## src/rtl/lstb_pkg.sv

```systemverilog
// Shared types, register indexes and the divide-by-255 helper for the subpixel text blend.
`timescale 1ns / 1ps
package lstb_pkg;

	localparam int ChanW = 8;
	localparam int ProdW = 2 * ChanW;
	localparam int CfgIdxW = 2;

	localparam logic [CfgIdxW-1:0] REG_TEXT_RED   = 2'd0;
	localparam logic [CfgIdxW-1:0] REG_TEXT_GREEN = 2'd1;
	localparam logic [CfgIdxW-1:0] REG_TEXT_BLUE  = 2'd2;
	localparam logic [CfgIdxW-1:0] REG_BGR_ORDER  = 2'd3;

	typedef struct packed {
		logic [ChanW-1:0] r;
		logic [ChanW-1:0] g;
		logic [ChanW-1:0] b;
	} rgb_t;

	typedef struct packed {
		logic [ChanW-1:0] a;
		logic [ChanW-1:0] r;
		logic [ChanW-1:0] g;
		logic [ChanW-1:0] b;
	} pix_t;

	typedef struct packed {
		rgb_t col;
		rgb_t cov;
		pix_t dest;
		logic touched;
	} scl_t;

	// Exact floor(x / 255) for any x up to 255 * 255.
	function automatic logic [ChanW-1:0] div255(input logic [ProdW-1:0] x);
		logic [ProdW:0] t;
		t = {1'b0, x} + {{ProdW{1'b0}}, 1'b1} + {{(ChanW+1){1'b0}}, x[ProdW-1:ChanW]};
		return t[ProdW-1:ChanW];
	endfunction

endpackage

```

## src/rtl/lstb_scale.sv

```systemverilog
// Two pipeline stages that scale the text color and coverages by the shadow alpha.
`timescale 1ns / 1ps
module lstb_scale import lstb_pkg::*; (
	input  logic             clk,
	input  logic             arst_n,
	input  logic             in_valid,
	input  rgb_t             col,
	input  rgb_t             cov,
	input  pix_t             dest,
	input  logic [ChanW-1:0] shadow_alpha,
	output logic             out_valid,
	output scl_t             out_item
);

	logic             valid_s1;
	logic [ProdW-1:0] col_r_s1, col_g_s1, col_b_s1;
	logic [ProdW-1:0] cov_r_s1, cov_g_s1, cov_b_s1;
	pix_t             dest_s1;
	logic             valid_s2;
	scl_t             item_s2;
	rgb_t             col_sc;
	rgb_t             cov_sc;

	always_ff @(posedge clk or negedge arst_n) begin
		if (!arst_n) begin
			valid_s1 <= 1'b0;
			valid_s2 <= 1'b0;
		end else begin
			valid_s1 <= in_valid;
			valid_s2 <= valid_s1;
		end
	end

	// A shadow alpha of 255 scales every value to itself, so no bypass is needed.
	always_ff @(posedge clk) begin
		col_r_s1 <= col.r * shadow_alpha;
		col_g_s1 <= col.g * shadow_alpha;
		col_b_s1 <= col.b * shadow_alpha;
		cov_r_s1 <= cov.r * shadow_alpha;
		cov_g_s1 <= cov.g * shadow_alpha;
		cov_b_s1 <= cov.b * shadow_alpha;
		dest_s1  <= dest;
	end

	always_comb begin
		col_sc.r = div255(col_r_s1);
		col_sc.g = div255(col_g_s1);
		col_sc.b = div255(col_b_s1);
		cov_sc.r = div255(cov_r_s1);
		cov_sc.g = div255(cov_g_s1);
		cov_sc.b = div255(cov_b_s1);
	end

	always_ff @(posedge clk) begin
		item_s2.col     <= col_sc;
		item_s2.cov     <= cov_sc;
		item_s2.dest    <= dest_s1;
		item_s2.touched <= (cov_sc.r != '0) || (cov_sc.g != '0) || (cov_sc.b != '0);
	end

	assign out_valid = valid_s2;
	assign out_item  = item_s2;

endmodule

```

## src/rtl/lstb_blend.sv

```systemverilog
// Two pipeline stages that blend one color channel toward the text color by its coverage.
`timescale 1ns / 1ps
module lstb_blend import lstb_pkg::*; (
	input  logic             clk,
	input  logic [ChanW-1:0] dest,
	input  logic [ChanW-1:0] col,
	input  logic [ChanW-1:0] cov,
	output logic [ChanW-1:0] res
);

	logic signed [ChanW:0]    diff;
	logic signed [ProdW+1:0]  prod_s3;
	logic [ChanW-1:0]         dest_s3;
	logic [ProdW+1:0]         mag;
	logic [ChanW-1:0]         quot;
	logic [ChanW-1:0]         step;
	logic [ChanW-1:0]         res_s4;

	assign diff = $signed({1'b0, col}) - $signed({1'b0, dest});

	always_ff @(posedge clk) begin
		prod_s3 <= (ProdW+2)'(diff * $signed({1'b0, cov}));
		dest_s3 <= dest;
	end

	// The quotient truncates toward zero, so divide the magnitude and restore the sign.
	always_comb begin
		mag  = prod_s3[ProdW+1] ? (ProdW+2)'(-prod_s3) : prod_s3;
		quot = div255(mag[ProdW-1:0]);
		step = prod_s3[ProdW+1] ? (~quot + 8'd1) : quot;
	end

	always_ff @(posedge clk) begin
		res_s4 <= dest_s3 + step;
	end

	assign res = res_s4;

endmodule

```

## src/rtl/lcd_subpixel_text_blend.sv

```systemverilog
// Top level of the subpixel text blend: configuration registers, pipeline and result strobe.
//
//  Channel   Handshake               Payload
//  -------   ---------------------   ------------------------------------------------
//  config    cfg_valid / cfg_ready   cfg_index, cfg_data
//  command   start / busy            cov_first..cov_third, dest_*, shadow_alpha
//  result    done (strobe)           out_blue, out_green, out_red, out_alpha
//
// One pixel enters per cycle; busy never rises. Each accepted transaction moves through the
// scale stages s1, s2 and the blend stages s3, s4 and is then on the result ports, marked by
// done. There are four register stages: two for shadow scaling, two for the channel blend.
// Reset clears the color registers, the channel order and the valid bits of the pipeline.
// The receiver takes every result as it comes, so the pipeline never stalls.
`timescale 1ns / 1ps
module lcd_subpixel_text_blend import lstb_pkg::*; (
	input  logic               clk,
	input  logic               arst_n,
	input  logic               cfg_valid,
	output logic               cfg_ready,
	input  logic [CfgIdxW-1:0] cfg_index,
	input  logic [ChanW-1:0]   cfg_data,
	input  logic               start,
	output logic               busy,
	input  logic [ChanW-1:0]   cov_first,
	input  logic [ChanW-1:0]   cov_second,
	input  logic [ChanW-1:0]   cov_third,
	input  logic [ChanW-1:0]   dest_blue,
	input  logic [ChanW-1:0]   dest_green,
	input  logic [ChanW-1:0]   dest_red,
	input  logic [ChanW-1:0]   dest_alpha,
	input  logic [ChanW-1:0]   shadow_alpha,
	output logic               done,
	output logic [ChanW-1:0]   out_blue,
	output logic [ChanW-1:0]   out_green,
	output logic [ChanW-1:0]   out_red,
	output logic [ChanW-1:0]   out_alpha
);

	logic [ChanW-1:0] text_red_q, text_green_q, text_blue_q;
	logic             bgr_order_q;
	logic             accept;
	rgb_t             col_in;
	rgb_t             cov_in;
	pix_t             dest_in;
	logic             valid_s2;
	scl_t             item_s2;
	logic             valid_s3, valid_s4;
	logic             touched_s3, touched_s4;
	logic [ChanW-1:0] alpha_s3, alpha_s4;

	assign cfg_ready = 1'b1;
	assign busy      = 1'b0;
	assign accept    = start && !busy;

	always_ff @(posedge clk or negedge arst_n) begin
		if (!arst_n) begin
			text_red_q   <= '0;
			text_green_q <= '0;
			text_blue_q  <= '0;
			bgr_order_q  <= 1'b0;
		end else if (cfg_valid && cfg_ready) begin
			case (cfg_index)
				REG_TEXT_RED: begin
					text_red_q <= cfg_data;
				end
				REG_TEXT_GREEN: begin
					text_green_q <= cfg_data;
				end
				REG_TEXT_BLUE: begin
					text_blue_q <= cfg_data;
				end
				REG_BGR_ORDER: begin
					bgr_order_q <= cfg_data[0];
				end
				default: begin
				end
			endcase
		end
	end

	always_comb begin
		col_in.r   = text_red_q;
		col_in.g   = text_green_q;
		col_in.b   = text_blue_q;
		cov_in.r   = bgr_order_q ? cov_third : cov_first;
		cov_in.g   = cov_second;
		cov_in.b   = bgr_order_q ? cov_first : cov_third;
		dest_in.a  = dest_alpha;
		dest_in.r  = dest_red;
		dest_in.g  = dest_green;
		dest_in.b  = dest_blue;
	end

	lstb_scale u_scale (
		.clk          (clk),
		.arst_n       (arst_n),
		.in_valid     (accept),
		.col          (col_in),
		.cov          (cov_in),
		.dest         (dest_in),
		.shadow_alpha (shadow_alpha),
		.out_valid    (valid_s2),
		.out_item     (item_s2)
	);

	lstb_blend u_blend_red (
		.clk  (clk),
		.dest (item_s2.dest.r),
		.col  (item_s2.col.r),
		.cov  (item_s2.cov.r),
		.res  (out_red)
	);

	lstb_blend u_blend_green (
		.clk  (clk),
		.dest (item_s2.dest.g),
		.col  (item_s2.col.g),
		.cov  (item_s2.cov.g),
		.res  (out_green)
	);

	lstb_blend u_blend_blue (
		.clk  (clk),
		.dest (item_s2.dest.b),
		.col  (item_s2.col.b),
		.cov  (item_s2.cov.b),
		.res  (out_blue)
	);

	always_ff @(posedge clk or negedge arst_n) begin
		if (!arst_n) begin
			valid_s3 <= 1'b0;
			valid_s4 <= 1'b0;
		end else begin
			valid_s3 <= valid_s2;
			valid_s4 <= valid_s3;
		end
	end

	always_ff @(posedge clk) begin
		touched_s3 <= item_s2.touched;
		alpha_s3   <= item_s2.dest.a;
		touched_s4 <= touched_s3;
		alpha_s4   <= touched_s3 ? '0 : alpha_s3;
	end

	assign done      = valid_s4;
	assign out_alpha = alpha_s4;

	// A result strobe appears only after a valid item has passed the blend stage s3.
	assert property (@(posedge clk) disable iff (!arst_n)
		done |-> $past(valid_s3))
		else $error("result strobe without an item in the blend stage");

	// With zero shadow alpha the destination pixel passes through unchanged.
	assert property (@(posedge clk) disable iff (!arst_n)
		(done && $past(start && shadow_alpha == 8'd0, 4)) |->
		(out_red == $past(dest_red, 4) && out_green == $past(dest_green, 4) &&
		 out_blue == $past(dest_blue, 4) && out_alpha == $past(dest_alpha, 4)))
		else $error("zero shadow alpha changed the destination pixel");

	// Full green coverage of solid text yields exactly the text green and clears the alpha.
	assert property (@(posedge clk) disable iff (!arst_n)
		(done && $past(start && shadow_alpha == 8'd255 && cov_second == 8'd255, 4)) |->
		(out_green == $past(text_green_q, 4) && out_alpha == 8'd0))
		else $error("full coverage did not produce the text color");

	// An untouched pixel keeps its alpha, a touched one clears it.
	assert property (@(posedge clk) disable iff (!arst_n)
		(done && !touched_s4) |-> (out_alpha == $past(alpha_s3)))
		else $error("untouched pixel lost its destination alpha");

endmodule

```

## config.mk

```make
export PLATFORM = sky130hd
export DESIGN_NAME = lcd_subpixel_text_blend
export DESIGN_NICKNAME = d
export VERILOG_FILES = /design/src/rtl/lstb_pkg.sv /design/src/rtl/lstb_scale.sv /design/src/rtl/lstb_blend.sv /design/src/rtl/lcd_subpixel_text_blend.sv
export SDC_FILE = /design/constraint.sdc
export NUM_CORES = 2
export LEC_CHECK = 0
export ABC_AREA = 1
export BUFFER_PORTS_ARGS = -buffer_cell sky130_fd_sc_hd__buf_2
export CAP_MARGIN = 40
export CORE_MARGIN = 5
export CORE_UTILIZATION = 30
export CTS_BUF_LIST = sky130_fd_sc_hd__clkbuf_8
export DETAILED_ROUTE_END_ITERATION = 12
export GPL_ROUTABILITY_DRIVEN = 0
export GPL_TIMING_DRIVEN = 0
export SYNTH_ARGS = -nofsm -noshare
export SYNTH_HDL_FRONTEND = slang
export SYNTH_SLANG_ARGS = --single-unit
```

## constraint.sdc

```tcl
create_clock -name clk -period 5.37 [get_ports clk]
set_clock_uncertainty 0.1 [all_clocks]
set_input_delay 1.074 -clock clk [delete_from_list [all_inputs] [get_ports clk]]
set_output_delay 1.074 -clock clk [all_outputs]
set_load 0.01 [all_outputs]
```

After elaboration in Yosys (flattened, before gate mapping). Index checks and enable logic that the tools add are counted.

Logic and storage cells: 104. Output and inout bits: 35. Bits in registers: 357. Bits of input ports: 78.

Reduce and logical (&&, ||, !) cells: 10. Equality and inequality tests: 3. Multiplexer cells: 8. Bitwise gates (word level): 3. Multipliers: 9. $add $sub $neg: 30.

Operator list (count): adder 16 x 1 -> 16 bit (second input constant) (9); adder 16 x 8 -> 16 bit (9); multiplier 8 x 8 -> 16 bit (6); multiplier 9 x 9 -> 18 bit (3); 2-to-1 mux 16 bit (3); negation 16 bit (3); 2-to-1 mux 8 bit (5); subtractor 8 x 8 -> 9 bit (3); adder 8 x 1 -> 8 bit (second input constant) (3); adder 8 bit (3); inverter 8 bit (3); nonzero test 8 bit (3); AND reduction 2 bit (4); equality test 2 bit (second input constant) (2); equality test 2 x 1 -> 1 bit (second input constant) (1); logical NOT 2 bit (1); logical OR 1 bit (2).

Longest topological paths before layout.
Depth after elaboration: 8. Gate-level depth with buffers: 41. Depth with buffers taken out: 41.

Cells and area by module. Synthesis repeated with hierarchy kept, for this count alone.

Cells, all modules: 4940. Area, all modules: 37308.3 µm².

By module, submodules not included: lstb_scale (seq. area each 4234.1 µm², instances 1, area an instance 19977.9 µm², cells each 2652); lstb_blend (u_blend_green) (seq. area each 660.6 µm², instances 1, area an instance 5315.1 µm², cells each 725); lstb_blend (u_blend_blue) (seq. area each 660.6 µm², instances 1, area an instance 5157.4 µm², cells each 696); lstb_blend (u_blend_red) (seq. area each 660.6 µm², instances 1, area an instance 5104.9 µm², cells each 671); lcd_subpixel_text_blend (seq. area each 1016.0 µm², instances 1, area an instance 1752.9 µm², cells each 196).

Least setup slack after synthesis. Ideal clock, no wire load.

Path kind: reg2reg. Start: register u_scale.out_item[19] (netlist name). End: register u_blend_red.prod_s3[17]. Clock period less this slack: 5871 ps. Stages on the path, launching flop included: 32. Data arrival time: 5700 ps. Setup time: 72 ps. Required time: 5198 ps. Path slack: -501 ps. Buffers on the path: 0. Path through: dfxtp_1 inv_1 ha_1 a21oi_1 and2_1 or2_1 nand2_1 a21oi_1 or2_1 nand2_1 a21oi_1 or2_0 nand2_1 inv_2 nand2_1 fa_1 inv_1 fa_1 fa_1 inv_1 fa_1 inv_1 ha_1 a21oi_1 a21boi_0 o21bai_1 a21oi_1 o21ai_0 a21boi_0 o21bai_1 a21oi_1 xor2_1.

Word-level cells in the longest chain between the ends: 2.

RTL lines: subtractor 8 x 8 -> 9 bit (RTL line lstb_blend.sv:19) `assign diff = $signed({1'b0, col}) - $signed({1'b0, dest});`; multiplier 9 x 9 -> 18 bit (RTL line lstb_blend.sv:22) `prod_s3 <= (ProdW+2)'(diff * $signed({1'b0, cov}));`; to (signal assigned) (RTL line lstb_blend.sv:22); to (decl) (RTL line lstb_blend.sv:12) `logic signed [ProdW+1:0] prod_s3;`.

No other way between the ends. A chain may end at the register's enable or synchronous reset.

Final worst setup path.
Start: register u_scale.out_item[19] (netlist name). End: register u_blend_red.prod_s3[17].

Word-level cells in the longest chain between the ends: 2.

RTL lines (RTL line): subtractor 8 x 8 -> 9 bit (lstb_blend.sv:19); multiplier 9 x 9 -> 18 bit (lstb_blend.sv:22).

No other way between the ends.

==> out/summary.log <==
qor: outcome.outcome complete, but fails checks
qor: outcome.violations_in_the_final_reports setup timing
qor: placement.buffer_ports.inserted 94
qor: setup_path.crit_path_end_kind register
qor: setup_path.crit_path_top_cell_by_count sky130_fd_sc_hd__a21oi_2
qor: detailed_routing.routed_wl 80.0 mm
qor: detailed_routing.vias_per_cell 4.33
qor: global_routing.met1_track_usage_gr 17.4%
qor: timing.timing.slew.headroom 40.0%
qor: floorplan.placement_rows 124
qor: timing.worstMarginPinSlew 0.890 ns
qor: setup_path.timing.setup.critical_path_class register to register
qor: setup_path.worst-endpoint-arrival 6.40 ns
qor: setup_path.critical_path_top_delay_cell sky130_fd_sc_hd__fa_1
qor: logic_synthesis.synth-warning-count 0
qor: timing.peak_clock_frequency_supported_by_timing 0.170 GHz
qor: cts.cts_root_buffer sky130_fd_sc_hd__clkbuf_8
qor: cells_and_area.synthToLayoutAreaGrowth 15.4%
qor: floorplan.dieHeight 350 um
qor: cells_and_area.layout.cells.most_common sky130_fd_sc_hd__inv_1
qor: logic_synthesis.synth_compound_gate_area_share 5.43%
qor: setup_path.cp_top_family adder cells
qor: cts.clkLatencyLatePin 0.72 ns
qor: cells_and_area.fin_nets 5455
qor: global_routing.grt_pass1_wl 133 mm
qor: setup_path.path_max_fanout 4
qor: detailed_routing.detailedRoute.firstPassIterationCount 5
qor: cts.cts_inserted_buffers 67
qor: floorplan.design.die.area 123000 um^2
qor: global_routing.grt.total_usage 13.3%
qor: cells_and_area.layout_common_cells 1000 x sky130_fd_sc_hd__inv_1, 800 x sky130_fd_sc_hd__nand2_1, 418 x sky130_fd_sc_hd__ha_1
qor: floorplan.fp.coreArea 115000 um^2
qor: cts.cts_num_sinks 354
qor: timing.final-hold-violation-count 0
qor: cells_and_area.final-instance-count-excl-fill 6101
qor: global_routing.globalRoute.busiestLayer met2
qor: logic_synthesis.synth_xor_xnor_area_share 5.13%
qor: setup_path.critPathLaunchType register
qor: logic_synthesis.yosys-mux-area-fraction 0%
qor: logic_synthesis.syn_nets 5227
qor: timing.setup_viol 14
qor: floorplan.io-pin-count 113
qor: logic_synthesis.post_synth_fa_ha_maj_area_fraction 39.0%
qor: logic_synthesis.postSynthAreaPerCell 8.07 um^2
qor: cts.h-tree-depth 3
qor: detailed_routing.wire_per_inst 13.1 um
qor: timing.slew_violations 0
qor: floorplan.die_x 350 um
qor: cts.worst_setup_hold_path_clk_slew 0.05 ns
qor: placement.hpwlAfterDp 64.5 mm
qor: logic_synthesis.synth.top_cell.area_share 23.2%
qor: logic_synthesis.post_synth_inst_count 4306
qor: logic_synthesis.synth-seq-area-share 20.8%
qor: logic_synthesis.synth-seq-cells 354
qor: setup_path.critical_path_required 5.90 ns
qor: global_routing.global_route.usage.met2 21.8%
qor: detailed_routing.final_antenna_net_count 0
qor: timing.setup_ws -0.502 ns
qor: logic_synthesis.synth-edff-count 0
qor: setup_path.critPathBufInv 5
qor: logic_synthesis.ys_types 57
qor: detailed_routing.vias 26400
qor: cells_and_area.proportion_of_layout_cells_with_a_drive_suffix_above_1 13.5%
qor: global_routing.number_of_antenna_violations_at_the_first_check_in_global_routing 9
qor: logic_synthesis.dominantRegCellSynth sky130_fd_sc_hd__dfxtp_1
qor: logic_synthesis.synth-simple-area-share 17.1%
qor: detailed_routing.drt_drc_violations_left 0
qor: global_routing.globalRouteMet3Util 2.67%
qor: detailed_routing.number_of_drc_violations_after_detailed_routing_iteration_0 1329
qor: logic_synthesis.synth.largest_area_cell sky130_fd_sc_hd__fa_1
qor: placement.dp.cells 5914
qor: worst_hold_path.min_path_type register to register
qor: job.max_cap_violations 0
qor: timing.period_minus_slack 5.87 ns
qor: logic_synthesis.synth_top_cells_by_area sky130_fd_sc_hd__fa_1 23%, sky130_fd_sc_hd__dfxtp_1 19%, sky130_fd_sc_hd__ha_1 16%, sky130_fd_sc_hd__inv_1 11%, sky130_fd_sc_hd__nand2_1 9.0%
qor: setup_path.critPathMaxStageDelay 0.52 ns
qor: logic_synthesis.synth.cell_area 34800 um^2
qor: cts.clock_tree_from_tritoncts yes
qor: global_routing.grt-ovfl-total 0
qor: global_routing.vias_in_the_first_global_route 27100
qor: floorplan.initial_utilization 30.3%
qor: global_routing.largest_net_degree_at_the_start_of_global_routing 30
qor: timing.final_cycle_share 109%
qor: logic_synthesis.async_flop_share 8.19%
qor: cts.hold_buffers 0
qor: timing.grt_setup_unrepaired yes
qor: logic_synthesis.synth_top_family_by_area adder cells
qor: cts.maximum_clock_path_buffer_count 3
-- layer usage --
metal  routed length (um)  up-vias
li1                     -    13300
met1                36600    12500
met2                36300      463
met3                 4470      115
met4                 2580        2
met5                    8        -
-- final cells by class --
cell class	instances	area, um^2
fill	11800	74500
multi-input combinational	2804	24100
sequential	354	7260
inverter	1053	3980
tap	1512	1890
clock buffer	85	1170
timing repair buffer	161	1010
buffer	93	429
clock inverter	32	243
antenna	7	17.5
-- sequential cells by signal (all words and copies together) (netlist names), 17 cells and up --
register and flops:
u_scale.out_item 81, u_scale.dest_s1 32, u_blend_blue.prod_s3 17, u_blend_green.prod_s3 17, u_blend_red.prod_s3 17
-- worst register-to-register path, delay by kind of cell, from the launching register on --
family / cells / cell delay (ns)
compound gates: 10 / 1.31
xor+xnor: 1 / 0.20
simple gates: 9 / 1.23
buf+inv: 5 / 0.30
fa+ha+maj: 6 / 2.24
flops: 1 / 0.37
-- cells in the mapped netlist (all sizes together), types with 2 or more instances --
library cell and number:
nand3 104, and2 11, dfrtp 29, a31oi 7
o221ai 6, o211ai 2, nor4 4, clkbuf 77
a21oi 164, xor2 124, dfxtp 325, conb 2
ha 440, nand2 858, o21a 2, o21bai 16
nor2 367, o31ai 3, o21ai 117, a221oi 2
a21boi 6, a21o 10, nor3 7, inv 1044
nor3b 2, nand3b 13, or2 23, buf 18
clkinv 9, a211oi 6, xnor2 75, nand4 28
fa 403
-- through the flow --
stage	hold slack, ns	setup TNS, ns	worst slack (ns)	util, %	area (um^2)
3_3_place_gp	0.211	-27.31	-1.01	32.5	37300
5_1_grt	0.226	-7.15	-0.825	35.0	40100
3_5_place_dp	0.212	-31.35	-1.17	32.6	37300
6_report	0.213	-2.86	-0.502	35.0	40100
4_1_cts	0.197	-2.95	-0.602	34.4	39500
2_1_floorplan	0.210	-0.147	-0.121	-	35000
-- cell families after synthesis --
kind of cell | Yosys count
and+or+nand+nor | 1418
buffers and inverters | 1148
adders and majority gates | 843
DFF | 354
AOI/OAI and AO/OA | 342
xor gates and xnor gates | 199
other | 2
-- worst paths after layout --
path,startpoint,endpoint,slack [ns],cells past startpoint
max,u_scale.out_item[19]$_DFF_P_,u_blend_red.prod_s3[17]$_DFF_P_,-0.50,31
min,u_scale.dest_s1[23]$_DFF_P_,u_scale.out_item[24]$_DFF_P_,0.21,0
max reg2reg,u_scale.out_item[19]$_DFF_P_,u_blend_red.prod_s3[17]$_DFF_P_,-0.50,31
min reg2reg,u_scale.dest_s1[23]$_DFF_P_,u_scale.out_item[24]$_DFF_P_,0.21,0
max in group asynchronous,arst_n,bgr_order_q$_DFFE_PN0P_,4.42,1
min in group asynchronous,arst_n,text_red_q[2]$_DFFE_PN0P_,0.28,1
-- repair_timing --
item / in CTS / in global routing
setup endpoints to repair: 30 / 39
cloned: 0 / 0
buffers inserted: 41 / 34
pin swaps: 89 / 101
gates resized for setup: 136 / 159
Power is not shown: default switching activity piles up to over one toggle a cycle in this logic, so the estimate is an artifact.
